===== src/design/lfu_pkg.sv =====
// lfu_pkg: shared types and constants for the LFU cache table.
// Used by lfu_ctrl, lfu_dpath and lfu_cache_table; depends on nothing.
`default_nettype none

package lfu_pkg;

   localparam int ENTRIES_DEF     = 16;
   localparam int COUNT_WIDTH_DEF = 16;
   localparam int DATA_W          = 32;
   localparam int CFG_W           = 5;

   localparam logic [CFG_W-1:0] CAP_RESET = CFG_W'(16);

   typedef enum logic {
      MODE_GET = 1'b0,
      MODE_SET = 1'b1
   } mode_type;

   typedef struct packed {
      mode_type                  mode;
      logic signed [DATA_W-1:0]  key;
      logic signed [DATA_W-1:0]  value;
   } req_type;

   typedef struct packed {
      logic                      hit;
      logic signed [DATA_W-1:0]  read_value;
      logic                      evicted;
   } rsp_type;

   typedef struct packed {
      logic start;
      logic scan_rd;
      logic finish;
      logic cfg_wr;
   } ctl_cmd_type;

   typedef struct packed {
      logic rsp_pending;
   } dp_status_type;

endpackage

`default_nettype wire


===== src/design/lfu_ctrl.sv =====
// lfu_ctrl: sequencer for one lookup/update beat: accept, scan, drain, finish.
// Depends on lfu_pkg; drives lfu_dpath through command signals.
`default_nettype none

module lfu_ctrl #(
   parameter  int ENTRIES = lfu_pkg::ENTRIES_DEF,
   localparam int IdxW    = (ENTRIES > 1) ? $clog2(ENTRIES) : 1
) (
   input  logic                  clock,
   input  logic                  reset,
   input  logic                  req_valid,
   output logic                  req_stall,
   input  logic                  rsp_stall,
   input  logic                  csr_valid,
   output logic                  csr_ready,
   input  lfu_pkg::dp_status_type status,
   output lfu_pkg::ctl_cmd_type  cmd,
   output logic [IdxW-1:0]       scan_addr
);
   import lfu_pkg::*;

   typedef enum logic [1:0] {
      S_IDLE,
      S_SCAN,
      S_DRAIN,
      S_FINISH
   } state_type;

   localparam logic [IdxW-1:0] LastIdx = IdxW'(ENTRIES - 1);

   state_type       state_ff;
   state_type       state_in;
   logic [IdxW-1:0] scan_cnt_ff;
   logic [IdxW-1:0] scan_cnt_in;
   logic            out_free;

   assign out_free  = !status.rsp_pending || !rsp_stall;
   assign req_stall = (state_ff != S_IDLE);
   assign csr_ready = (state_ff == S_IDLE);
   assign scan_addr = scan_cnt_ff;

   always_comb begin
      cmd.start   = (state_ff == S_IDLE) && req_valid;
      cmd.scan_rd = (state_ff == S_SCAN);
      cmd.finish  = (state_ff == S_FINISH) && out_free;
      cmd.cfg_wr  = (state_ff == S_IDLE) && csr_valid;
   end

   always_comb begin
      state_in    = state_ff;
      scan_cnt_in = scan_cnt_ff;
      unique case (state_ff)
         S_IDLE: begin
            scan_cnt_in = '0;
            if (req_valid) begin
               state_in = S_SCAN;
            end
         end
         S_SCAN: begin
            if (scan_cnt_ff == LastIdx) begin
               state_in = S_DRAIN;
            end else begin
               scan_cnt_in = scan_cnt_ff + IdxW'(1);
            end
         end
         S_DRAIN: begin
            state_in = S_FINISH;
         end
         S_FINISH: begin
            if (out_free) begin
               state_in = S_IDLE;
            end
         end
         default: begin
            state_in = S_IDLE;
         end
      endcase
   end

   always_ff @(posedge clock) begin
      if (reset) begin
         state_ff    <= S_IDLE;
         scan_cnt_ff <= '0;
      end else begin
         state_ff    <= state_in;
         scan_cnt_ff <= scan_cnt_in;
      end
   end

endmodule

`default_nettype wire


===== src/design/lfu_dpath.sv =====
// lfu_dpath: key/value/count memories, rank and valid cells, scan accumulators,
// update logic, capacity register and result register. Depends on lfu_pkg.
`default_nettype none

module lfu_dpath #(
   parameter  int ENTRIES     = lfu_pkg::ENTRIES_DEF,
   parameter  int COUNT_WIDTH = lfu_pkg::COUNT_WIDTH_DEF,
   localparam int IdxW        = (ENTRIES > 1) ? $clog2(ENTRIES) : 1
) (
   input  logic                        clock,
   input  logic                        reset,
   input  lfu_pkg::ctl_cmd_type        cmd,
   input  logic [IdxW-1:0]             scan_addr,
   output lfu_pkg::dp_status_type      status,
   input  lfu_pkg::req_type            req_data,
   output logic                        rsp_valid,
   input  logic                        rsp_stall,
   output lfu_pkg::rsp_type            rsp_data,
   input  logic [lfu_pkg::CFG_W-1:0]   csr_data
);
   import lfu_pkg::*;

   localparam int OccW = $clog2(ENTRIES + 1);
   localparam logic [COUNT_WIDTH-1:0] CountMax = '1;
   localparam logic [COUNT_WIDTH-1:0] CountOne = COUNT_WIDTH'(1);

   logic [DATA_W-1:0]      key_mem [ENTRIES];
   logic [DATA_W-1:0]      val_mem [ENTRIES];
   logic [COUNT_WIDTH-1:0] cnt_mem [ENTRIES];

   logic [IdxW-1:0]        rank_ff [ENTRIES];
   logic [ENTRIES-1:0]     valid_ff;
   logic [OccW-1:0]        occ_ff;
   logic [CFG_W-1:0]       cap_ff;

   req_type                req_ff;
   rsp_type                rsp_ff;
   logic                   rsp_valid_ff;

   logic [DATA_W-1:0]      key_rd_ff;
   logic [DATA_W-1:0]      val_rd_ff;
   logic [COUNT_WIDTH-1:0] cnt_rd_ff;
   logic                   ev_valid_ff;
   logic [IdxW-1:0]        ev_idx_ff;

   logic                   hit_ff;
   logic [IdxW-1:0]        hit_slot_ff;
   logic [COUNT_WIDTH-1:0] hit_cnt_ff;
   logic [IdxW-1:0]        hit_rank_ff;
   logic [DATA_W-1:0]      hit_val_ff;
   logic                   vic_found_ff;
   logic [IdxW-1:0]        vic_slot_ff;
   logic [COUNT_WIDTH-1:0] vic_cnt_ff;
   logic [IdxW-1:0]        vic_rank_ff;
   logic                   free_found_ff;
   logic [IdxW-1:0]        free_slot_ff;

   logic                   ent_valid;
   logic [IdxW-1:0]        ent_rank;
   logic                   key_match;
   logic                   vic_better;
   logic                   free_take;

   logic [OccW-1:0]        cap_eff;
   logic                   full;
   logic                   is_set;
   logic                   do_insert;
   logic                   do_evict;
   logic                   ins_ok;
   logic                   drop_en;
   logic [IdxW-1:0]        drop_thr;
   logic [IdxW-1:0]        tgt_slot;
   logic [IdxW-1:0]        tgt_rank;
   logic                   tgt_wr;
   logic [OccW-1:0]        occ_mid;
   logic [OccW-1:0]        occ_in;
   logic [COUNT_WIDTH-1:0] cnt_wdata;
   logic                   key_we;
   logic                   val_we;
   logic                   cnt_we;
   rsp_type                rsp_in;

   // scan evaluation of one entry
   always_comb begin
      ent_valid  = valid_ff[ev_idx_ff];
      ent_rank   = rank_ff[ev_idx_ff];
      key_match  = ent_valid && (key_rd_ff == req_ff.key);
      vic_better = ent_valid &&
                   (!vic_found_ff || (cnt_rd_ff < vic_cnt_ff) ||
                    ((cnt_rd_ff == vic_cnt_ff) && (ent_rank < vic_rank_ff)));
      free_take  = !ent_valid && !free_found_ff;
   end

   // decision at finish
   always_comb begin
      if (cap_ff == '0) begin
         cap_eff = OccW'(1);
      end else if (32'(cap_ff) > 32'(ENTRIES)) begin
         cap_eff = OccW'(ENTRIES);
      end else begin
         cap_eff = OccW'(cap_ff);
      end
      full      = (occ_ff >= cap_eff);
      is_set    = (req_ff.mode == MODE_SET);
      do_insert = !hit_ff && is_set;
      do_evict  = do_insert && full && vic_found_ff;
      ins_ok    = do_insert && (do_evict || free_found_ff);
      drop_en   = hit_ff || do_evict;
      drop_thr  = hit_ff ? hit_rank_ff : vic_rank_ff;
      occ_mid   = occ_ff - OccW'(do_evict);
      occ_in    = occ_mid + OccW'(ins_ok);
      tgt_wr    = hit_ff || ins_ok;

      if (hit_ff) begin
         tgt_slot = hit_slot_ff;
         tgt_rank = IdxW'(occ_ff - OccW'(1));
      end else begin
         if (do_evict && (!free_found_ff || (vic_slot_ff < free_slot_ff))) begin
            tgt_slot = vic_slot_ff;
         end else begin
            tgt_slot = free_slot_ff;
         end
         tgt_rank = IdxW'(occ_mid);
      end

      if (hit_ff) begin
         cnt_wdata = (hit_cnt_ff == CountMax) ? CountMax : hit_cnt_ff + CountOne;
      end else begin
         cnt_wdata = CountOne;
      end

      key_we = cmd.finish && ins_ok;
      val_we = cmd.finish && (ins_ok || (hit_ff && is_set));
      cnt_we = cmd.finish && tgt_wr;

      rsp_in.hit        = hit_ff;
      rsp_in.read_value = (hit_ff && !is_set) ? hit_val_ff : '0;
      rsp_in.evicted    = do_evict;
   end

   // memories: one read port for the scan, one write port for the update
   always_ff @(posedge clock) begin
      if (cmd.scan_rd) begin
         key_rd_ff <= key_mem[scan_addr];
         val_rd_ff <= val_mem[scan_addr];
         cnt_rd_ff <= cnt_mem[scan_addr];
      end
      if (key_we) begin
         key_mem[tgt_slot] <= req_ff.key;
      end
      if (val_we) begin
         val_mem[tgt_slot] <= req_ff.value;
      end
      if (cnt_we) begin
         cnt_mem[tgt_slot] <= cnt_wdata;
      end
   end

   always_ff @(posedge clock) begin
      if (reset) begin
         ev_valid_ff <= 1'b0;
      end else begin
         ev_valid_ff <= cmd.scan_rd;
      end
      ev_idx_ff <= scan_addr;
      if (cmd.start) begin
         req_ff <= req_data;
      end
   end

   always_ff @(posedge clock) begin
      if (reset) begin
         hit_ff        <= 1'b0;
         vic_found_ff  <= 1'b0;
         free_found_ff <= 1'b0;
      end else if (cmd.start) begin
         hit_ff        <= 1'b0;
         vic_found_ff  <= 1'b0;
         free_found_ff <= 1'b0;
      end else if (ev_valid_ff) begin
         if (key_match && !hit_ff) begin
            hit_ff      <= 1'b1;
            hit_slot_ff <= ev_idx_ff;
            hit_cnt_ff  <= cnt_rd_ff;
            hit_rank_ff <= ent_rank;
            hit_val_ff  <= val_rd_ff;
         end
         if (vic_better) begin
            vic_found_ff <= 1'b1;
            vic_slot_ff  <= ev_idx_ff;
            vic_cnt_ff   <= cnt_rd_ff;
            vic_rank_ff  <= ent_rank;
         end
         if (free_take) begin
            free_found_ff <= 1'b1;
            free_slot_ff  <= ev_idx_ff;
         end
      end
   end

   // rank cells: drop ranks above the threshold, place the target on top
   always_ff @(posedge clock) begin
      if (cmd.finish) begin
         for (int i = 0; i < ENTRIES; i++) begin
            if (tgt_wr && (IdxW'(i) == tgt_slot)) begin
               rank_ff[i] <= tgt_rank;
            end else if (drop_en && valid_ff[i] && (rank_ff[i] > drop_thr)) begin
               rank_ff[i] <= rank_ff[i] - IdxW'(1);
            end
         end
      end
   end

   always_ff @(posedge clock) begin
      if (reset) begin
         valid_ff <= '0;
         occ_ff   <= '0;
         cap_ff   <= CAP_RESET;
      end else begin
         if (cmd.cfg_wr) begin
            cap_ff <= csr_data;
         end
         if (cmd.finish) begin
            occ_ff <= occ_in;
            if (do_evict) begin
               valid_ff[vic_slot_ff] <= 1'b0;
            end
            if (ins_ok) begin
               valid_ff[tgt_slot] <= 1'b1;
            end
         end
      end
   end

   // result register
   always_ff @(posedge clock) begin
      if (reset) begin
         rsp_valid_ff <= 1'b0;
      end else if (cmd.finish) begin
         rsp_valid_ff <= 1'b1;
      end else if (rsp_valid_ff && !rsp_stall) begin
         rsp_valid_ff <= 1'b0;
      end
      if (cmd.finish) begin
         rsp_ff <= rsp_in;
      end
   end

   assign status.rsp_pending = rsp_valid_ff;
   assign rsp_valid          = rsp_valid_ff;
   assign rsp_data           = rsp_ff;

endmodule

`default_nettype wire


===== src/design/lfu_cache_table.sv =====
// lfu_cache_table: fully associative LFU key/value cache, LRU tie-break.
// Each beat scans the key/value/count memories one entry per cycle, then
// drains and finishes into the result register, finish holding while a
// stalled response waits; a new beat is taken only after the last finishes.
// Reset: table empty (valid cells and occupancy cleared), capacity 16,
// no clearing pass; a pending response may wait while the next beat is taken.
`default_nettype none

module lfu_cache_table #(
   parameter  int ENTRIES     = lfu_pkg::ENTRIES_DEF,
   parameter  int COUNT_WIDTH = lfu_pkg::COUNT_WIDTH_DEF
) (
   input  logic                       clock,
   input  logic                       reset,
   input  logic                       req_valid,
   output logic                       req_stall,
   input  lfu_pkg::req_type           req_data,
   output logic                       rsp_valid,
   input  logic                       rsp_stall,
   output lfu_pkg::rsp_type           rsp_data,
   input  logic                       csr_valid,
   output logic                       csr_ready,
   input  logic [lfu_pkg::CFG_W-1:0]  csr_data
);
   import lfu_pkg::*;

   localparam int IdxW = (ENTRIES > 1) ? $clog2(ENTRIES) : 1;

   ctl_cmd_type     cmd;
   dp_status_type   status;
   logic [IdxW-1:0] scan_addr;

   lfu_ctrl #(
      .ENTRIES (ENTRIES)
   ) u_ctrl (
      .clock     (clock),
      .reset     (reset),
      .req_valid (req_valid),
      .req_stall (req_stall),
      .rsp_stall (rsp_stall),
      .csr_valid (csr_valid),
      .csr_ready (csr_ready),
      .status    (status),
      .cmd       (cmd),
      .scan_addr (scan_addr)
   );

   lfu_dpath #(
      .ENTRIES     (ENTRIES),
      .COUNT_WIDTH (COUNT_WIDTH)
   ) u_dpath (
      .clock     (clock),
      .reset     (reset),
      .cmd       (cmd),
      .scan_addr (scan_addr),
      .status    (status),
      .req_data  (req_data),
      .rsp_valid (rsp_valid),
      .rsp_stall (rsp_stall),
      .rsp_data  (rsp_data),
      .csr_data  (csr_data)
   );

   a_finish_no_overwrite: assert property (@(posedge clock) disable iff (reset)
      cmd.finish |-> !(rsp_valid && rsp_stall))
      else $error("response overwritten while stalled");

   a_rsp_from_finish: assert property (@(posedge clock) disable iff (reset)
      $rose(rsp_valid) |-> $past(cmd.finish))
      else $error("response raised without a finished beat");

   a_start_scans_from_zero: assert property (@(posedge clock) disable iff (reset)
      cmd.start |=> (cmd.scan_rd && (scan_addr == '0)))
      else $error("scan did not start at entry zero");

   a_no_start_while_busy: assert property (@(posedge clock) disable iff (reset)
      (cmd.scan_rd || cmd.finish) |-> (!cmd.start && !cmd.cfg_wr))
      else $error("beat or write taken while busy");

endmodule

`default_nettype wire


===== config.mk =====
export PLATFORM = sky130hd
export DESIGN_NAME = lfu_cache_table
export DESIGN_NICKNAME = d
export VERILOG_FILES = /design/src/design/lfu_pkg.sv /design/src/design/lfu_ctrl.sv /design/src/design/lfu_dpath.sv /design/src/design/lfu_cache_table.sv
export SDC_FILE = /design/constraint.sdc
export NUM_CORES = 2
export LEC_CHECK = 0
export ABC_CLOCK_PERIOD_IN_PS = 10800
export BUFFER_PORTS_ARGS = -buffer_cell sky130_fd_sc_hd__buf_4
export CORE_ASPECT_RATIO = 1.4
export CORE_MARGIN = 2
export CORE_UTILIZATION = 38
export DETAILED_ROUTE_END_ITERATION = 12
export SLEW_MARGIN = 30
export SYNTH_ARGS = -nofsm -noshare
export SYNTH_HDL_FRONTEND = slang
export SYNTH_SLANG_ARGS = --single-unit
export TNS_END_PERCENT = 5

===== constraint.sdc =====
create_clock -name clock -period 10.8 [get_ports clock]
set_input_delay 2.16 -clock clock [delete_from_list [all_inputs] [get_ports clock]]
set_output_delay 2.16 -clock clock [all_outputs]
set_load 0.1 [all_outputs]

======== Yosys cells after proc, flatten, opt, wreduce, memory -nomap -nowiden ========
Memories as Yosys holds them, arrays and structs flattened. A register that Yosys moved wholly into a read port is not among the register bits.
Cells that the tools add are included.
word-level totals
  register bits after elaboration ......... 224
  bits in writable memories ............... 1,344
  input bits .............................. 75
  output and inout bits ................... 37
  logic and storage cells ................. 382
  memories ................................ 4
memories
  name             words  bits a word  rd ports  clocked after memory_dff  wr ports  line             text
  u_dpath.key_mem  16     32           1         1                         1         lfu_dpath.sv:27  logic [DATA_W-1:0] key_mem [ENTRIES];
  u_dpath.val_mem  16     32           1         1                         1         lfu_dpath.sv:28  logic [DATA_W-1:0] val_mem [ENTRIES];
  u_dpath.cnt_mem  16     16           1         1                         1         lfu_dpath.sv:29  logic [COUNT_WIDTH-1:0] cnt_mem [ENTRIES];
  u_dpath.rank_ff  16     4            17        1                         16        lfu_dpath.sv:31  logic [IdxW-1:0] rank_ff [ENTRIES];
operators by class
  add/subtract/negate cells ............... 21
  $lt $le $gt $ge ......................... 26
  equality and inequality tests ........... 26
  muxes and demuxes ....................... 160
  bitwise operators ....................... 21
  reduce and logical (&&, ||, !) cells .... 99
operators with widths
  kind                                                  count
  two-way mux 1 bit                                     123
  two-way mux 16 bit                                    6
  two-way mux 4 bit                                     21
  logical AND 1 bit                                     69
  subtractor 4 x 1 -> 4 bit (second input constant)     17
  greater-than comparator 4 bit                         16
  == test 32 bit                                        1
  == test 4 bit (first input constant)                  8
  adder 16 x 1 -> 16 bit (second input constant)        1
  AND 16 bit                                            1
  == test 16 bit                                        1
  == test 16 bit (second input constant)                1
  == test 3 x 4 -> 1 bit (first input constant)         4
  < comparator 16 bit                                   1
  NOT 16 bit                                            1
  bitwise OR 1 bit                                      16
  bitwise OR 16 bit                                     1
  < comparator 4 x 5 -> 1 bit (second input constant)   3
  AND reduction 4 bit                                   3
  two-way mux 5 bit                                     2
  demux 1 bit (select 4 bit)                            2
  == test 2 x 4 -> 1 bit (first input constant)         2
  >= comparator 4 x 1 -> 1 bit (second input constant)  2
  logical OR 1 bit                                      8
  25 further kinds                                      43

======== Longest topological paths before layout ========
  depth after elaboration ................. 15
  depth in mapped cells ................... 18
  gate-level depth less buffers ........... 18

======== By module ========
From an unflattened synthesis, not the netlist that was laid out.
second synthesis, totals
  cell total of the unflattened synthesis .. 3,066
  area total of the unflattened synthesis .. 65,232.6 µm²
modules (own cells, without submodules)
  module     instances  cells each  area an instance (µm²)
  lfu_dpath  1          3,024       64,842.2
  lfu_ctrl   1          42          390.4

======== Least setup slack after synthesis ========
OpenSTA, ideal clock, no wires.
  path kind ............................... input to register
  from .................................... input port req_valid
  to ...................................... register u_dpath.hit_cnt_ff[0] (enable)
  library setup time ...................... 0.471 ns
  arrival time ............................ 6.079 ns
  required time ........................... 10.329 ns
  setup slack ............................. 4.250 ns
  stages on the path ...................... 4
  path buffers ............................ 0
  cells stage by stage .................... and2_1 -> nor2_1 -> nand3_1 -> nor2_1
on the way
  word-level cells in the longest chain between the ends .. 3
ends and longest elaborated chain
  item                           line                   text
  start, declared                lfu_cache_table.sv:15  input logic req_valid,
  logical AND 1 bit              lfu_ctrl.sv:43         cmd.start = (state_ff == S_IDLE) && req_valid;
  NOT 1 bit (no line)            n/a
  AND reduction 4 bit (no line)  n/a
  end signal, assigned           lfu_dpath.sv:184       hit_cnt_ff <= cnt_rd_ff;
  end, declared                  lfu_dpath.sv:48        logic [COUNT_WIDTH-1:0] hit_cnt_ff;
No other way between the ends.
A chain may end at the register's enable or synchronous reset.

======== Worst setup path in the final report ========
  from .................................... register u_dpath.cap_ff[2]
  to ...................................... memory u_dpath.key_mem[15][10] (enable)
on the way
  word-level cells in the longest chain between the ends .. 11
ends and longest elaborated chain
  item                                     line              text
  start, declared                          lfu_dpath.sv:34   logic [CFG_W-1:0] cap_ff;
  start signal, assigned                   lfu_dpath.sv:221  cap_ff <= csr_data;
  greater-than comparator 5 bit            lfu_dpath.sv:98   end else if (32'(cap_ff) > 32'(ENTRIES)) begin
  two-way mux 5 bit                        lfu_dpath.sv:98
  two-way mux 5 bit (*)                    lfu_dpath.sv:96   if (cap_ff == '0) begin
  >= comparator 5 bit (*)                  lfu_dpath.sv:103  full = (occ_ff >= cap_eff);
  logical AND 1 bit (*) (2 in series)      lfu_dpath.sv:106  do_evict = do_insert && full && vic_found_ff;
  net u_dpath.do_evict                     lfu_dpath.sv:68   logic do_evict;
  logical OR 1 bit                         lfu_dpath.sv:107  ins_ok = do_insert && (do_evict || free_found_ff);
  logical AND 1 bit                        lfu_dpath.sv:107
  logical AND 1 bit                        lfu_dpath.sv:132  key_we = cmd.finish && ins_ok;
  two-way mux 1 bit                        lfu_dpath.sv:148  if (key_we) begin
  two-way mux 1 bit (implied by the code)  lfu_dpath.sv:149  key_mem[tgt_slot] <= req_ff.key;
  end, declared                            lfu_dpath.sv:27
Mark *: on every way through the listed nets, which the timed path passes. The rest lies on a longest branch.

==> summary.md <==
| Metric | Value |
|---|---|
| H-tree levels | 4 |
| Largest net degree at the start of global routing | 142 |
| Clock slew at reported path FFs | 60 ps |
| Post-route DRC | 0 |
| Syn_area_per_cell | 21.3 um^2 |
| IO Pins | 112 |
| # hold bufs at CTS | 0 |
| Vias in the first global route | 31800 |
| Max FO, Critical Path | 21 |
| Worst Hold Path Cells | 0 |
| Via-to-Cell Ratio | 5.34 |
| Chip width | 354 um |
| LEAKAGE | 23.7 nW |
| FMAX | 0.217 GHz |
| Core Box Area | 170000 um^2 |
| Worst slew margin | 0.345 |
| Worst VDD drop | 167 uV |
| Final net count | 3470 |
| FF-to-FF End | u_dpath.key_mem[15][10] |
| Routed wire length | 143 mm |
| DR WL/cell | 25.3 um |
| Antenna violations before repair | 2 |
| Synth top area cells | edfxtp_1, mux4_2, ha_1, dfxtp_1, mux2i_1 |
| Mapped Cells | 3055 |
| Hold Path End | u_dpath.hit_val_ff[20] |
| Worst hold path startpoint | u_dpath.val_rd_ff[20] |
| Period utilization | 0.427 |
| Reg2reg path depth | 13 |
| Final setup viols | 0 |
| Antenna-violating nets left | 0 |
| Ys async rst share | 0 |
| Row count | 179 |
| CTS Sinks | 1648 |
| Design Power | 15.3 mW |
| Die ar. | 175000 um^2 |
| Yosys warning total | 0 |
| Critical path class | reg -> reg |
| Setup tns final | 0 ps |
| Fin util | 0.437 |
| Placed wire-length estimate | 81.6 mm |
| Total track usage | 0.164 |
| Crit path DAT | 5030 ps |
| Dpl cells | 5381 |
| Hold Vio Cnt, Final | 0 |
| Clk_skew | 50.6 ps |
| CTS tree | done |
| Cell taking the most area after synthesis | edfxtp_1 |
| Mapped Nets | 3248 |
| # port buffers | 111 |
| Total of max-cap violations | 0 |
| Final cell count without fillers | 5671 |
| CTS Buf Count | 156 |
| RSZ-0062 raised after global routing | false |
| Die H | 494 um |
| Flop2flop setup slack | 6190 ps |
| Worst skew pair latency | 810 ps |
| Total grt overflow | 0 |
| First-pass GRT wire length | 212 mm |
| Status | finished clean |
| Hold Crit Class | reg -> reg |
| Clock root cell | clkbuf_16 |
| Vias | 30300 |
| Tmin final | 4610 ps |
| Post-CTS Resized | 0 |
| Synth top area share | 0.741 |
| Synth cell types | 53 |
| Sequential fraction of the synthesis area | 0.753 |
| Setup crit start kind | flop |
| Pwr per Cell Area | 205 nW/um^2 |
| Filler instances | 14600 |
| Worst R2R Start | u_dpath.cap_ff[2] |
| Netlist Area Pre-Place | 65200 um^2 |
| WP data required | 11210 ps |
| Slew Limit Fails | 0 |
| Initial DRC Count | 2682 |
| Drt pass-1 iters | 5 |
| Starting density of the core | 0.383 |
| Layout cell share with drive strength beyond 1 | 0.274 |
| Flops & latches, synth | 1648 |
| Main synth FF type | edfxtp_1 |
| Worst slew pin tran | 983 ps |
| Setup Fix Bufs, Post-CTS | 0 |
| Clk buf depth | 3 |
| Synthesis-to-finish area growth | 14.3% |
| RD Place Congestion | 0.786 |
| Category of the worst setup path capture point | flop |
| EDFF count, synth | 1607 |
## registers in the layout (all words and copies together), names as in the netlist, 5 cells and up
signal / cells
u_dpath.cap_ff: 5
u_dpath.cnt_mem: 256
u_dpath.cnt_rd_ff: 16
u_dpath.hit_cnt_ff: 16
u_dpath.hit_val_ff: 32
u_dpath.key_mem: 512
u_dpath.key_rd_ff: 32
u_dpath.occ_ff: 5
u_dpath.rank_ff: 64
u_dpath.req_ff: 64
u_dpath.rsp_data: 34
u_dpath.val_mem: 512
u_dpath.val_rd_ff: 32
u_dpath.valid_ff: 16
u_dpath.vic_cnt_ff: 16
## per-stage QoR
stage	cell area (um^2)	hold WS [ps]	setup slack (ps)
3_3_place_gp	69300	402	5750
5_1_grt	74400	424	5960
3_5_place_dp	69400	405	5810
6_report	74400	416	6190
4_1_cts	74400	421	6210
2_1_floorplan	65200	350	4250
## logic make-up (layout without fill, tap and decap cells)
logic type,count (synthesis),in the layout,synth area share
flip-flops,1648,1648,0.753
multiplexers,497,497,0.158
AND/OR/NAND/NOR,366,366,0.0285
buffers and inverters,195,547,0.0115
AO/OA/AOI/OAI,149,149,0.0152
adder cells (fa/ha/maj),118,118,0.0227
XOR/XNOR,82,82,0.0110
other,0,2,0
## worst max-delay path by stage
stage,from,depth (start not counted),endpoint
final,u_dpath.cap_ff[2],13,u_dpath.key_mem[15][10]
after global routing,u_dpath.cap_ff[2],13,u_dpath.key_mem[15][10]
after detailed placement,rsp_stall,9,u_dpath.val_mem[11][14]
after CTS,u_dpath.cap_ff[2],13,u_dpath.key_mem[15][10]
after global placement,rsp_stall,9,u_dpath.rank_ff[15][0]
after floorplan,req_valid,4,u_dpath.hit_cnt_ff[0]
## placed cells by master (no fill, tap or decap), types with 42 or more instances in the layout
cell type,netlist,routed
xnor2_1,44,44
mux2i_1,72,72
nand2_1,65,64
nor2_4,0,42
ha_1,118,117
clkbuf_16,0,158
inv_1,74,70
buf_4,0,177
o21ai_0,47,46
mux4_2,425,425
edfxtp_1,1607,1607
## synthesized netlist by cell type, types with 20 or more instances
master,n
o21ai_0,47
mux4_2,425
nand4_1,40
dfxtp_1,41
xor2_1,38
and2_1,34
edfxtp_1,1607
inv_1,74
clkbuf_1,83
ha_1,118
mux2i_1,72
nor3_1,39
buf_1,23
nor2_1,88
a21oi_1,50
nor2b_1,20
nand2_1,65
xnor2_1,44
## critical path, stage by stage (launching register included)
cell	delay [ps]
dfxtp_1	330
nor3_1	170
nor2_1	60
nor2_1	120
ha_1	250
nor2b_1	100
o21ai_0	110
a41oi_2	300
inv_2	220
o21ai_4	220
a221o_1	380
nand4_1	710
nor2_4	730
buf_4	500
## per-layer routing
layer	GRT usage	share of wire
met5	0	0
met4	0.0502	0.023
met3	0.0225	0.045
met2	0.280	0.51
met1	0.219	0.42
## cell type report
type	count	area, um^2	area share
inverters	77	290	0.00390
clock buffers	184	4050	0.0544
flip-flops and latches	1648	49100	0.659
repair buffers	182	1430	0.0192
multi-input cells	1212	15800	0.212
clock inverters	104	970	0.0130
diodes	2	5.00	0.0000672
well taps	2262	2830	0.0380
## power by group
part           leakage [nW]  internal, mW  switching, mW
combinational          6.18         0.906           1.01
clock                  2.46          2.97           2.44
sequential             15.1          7.56          0.374
(Power assumes the default switching activity.)
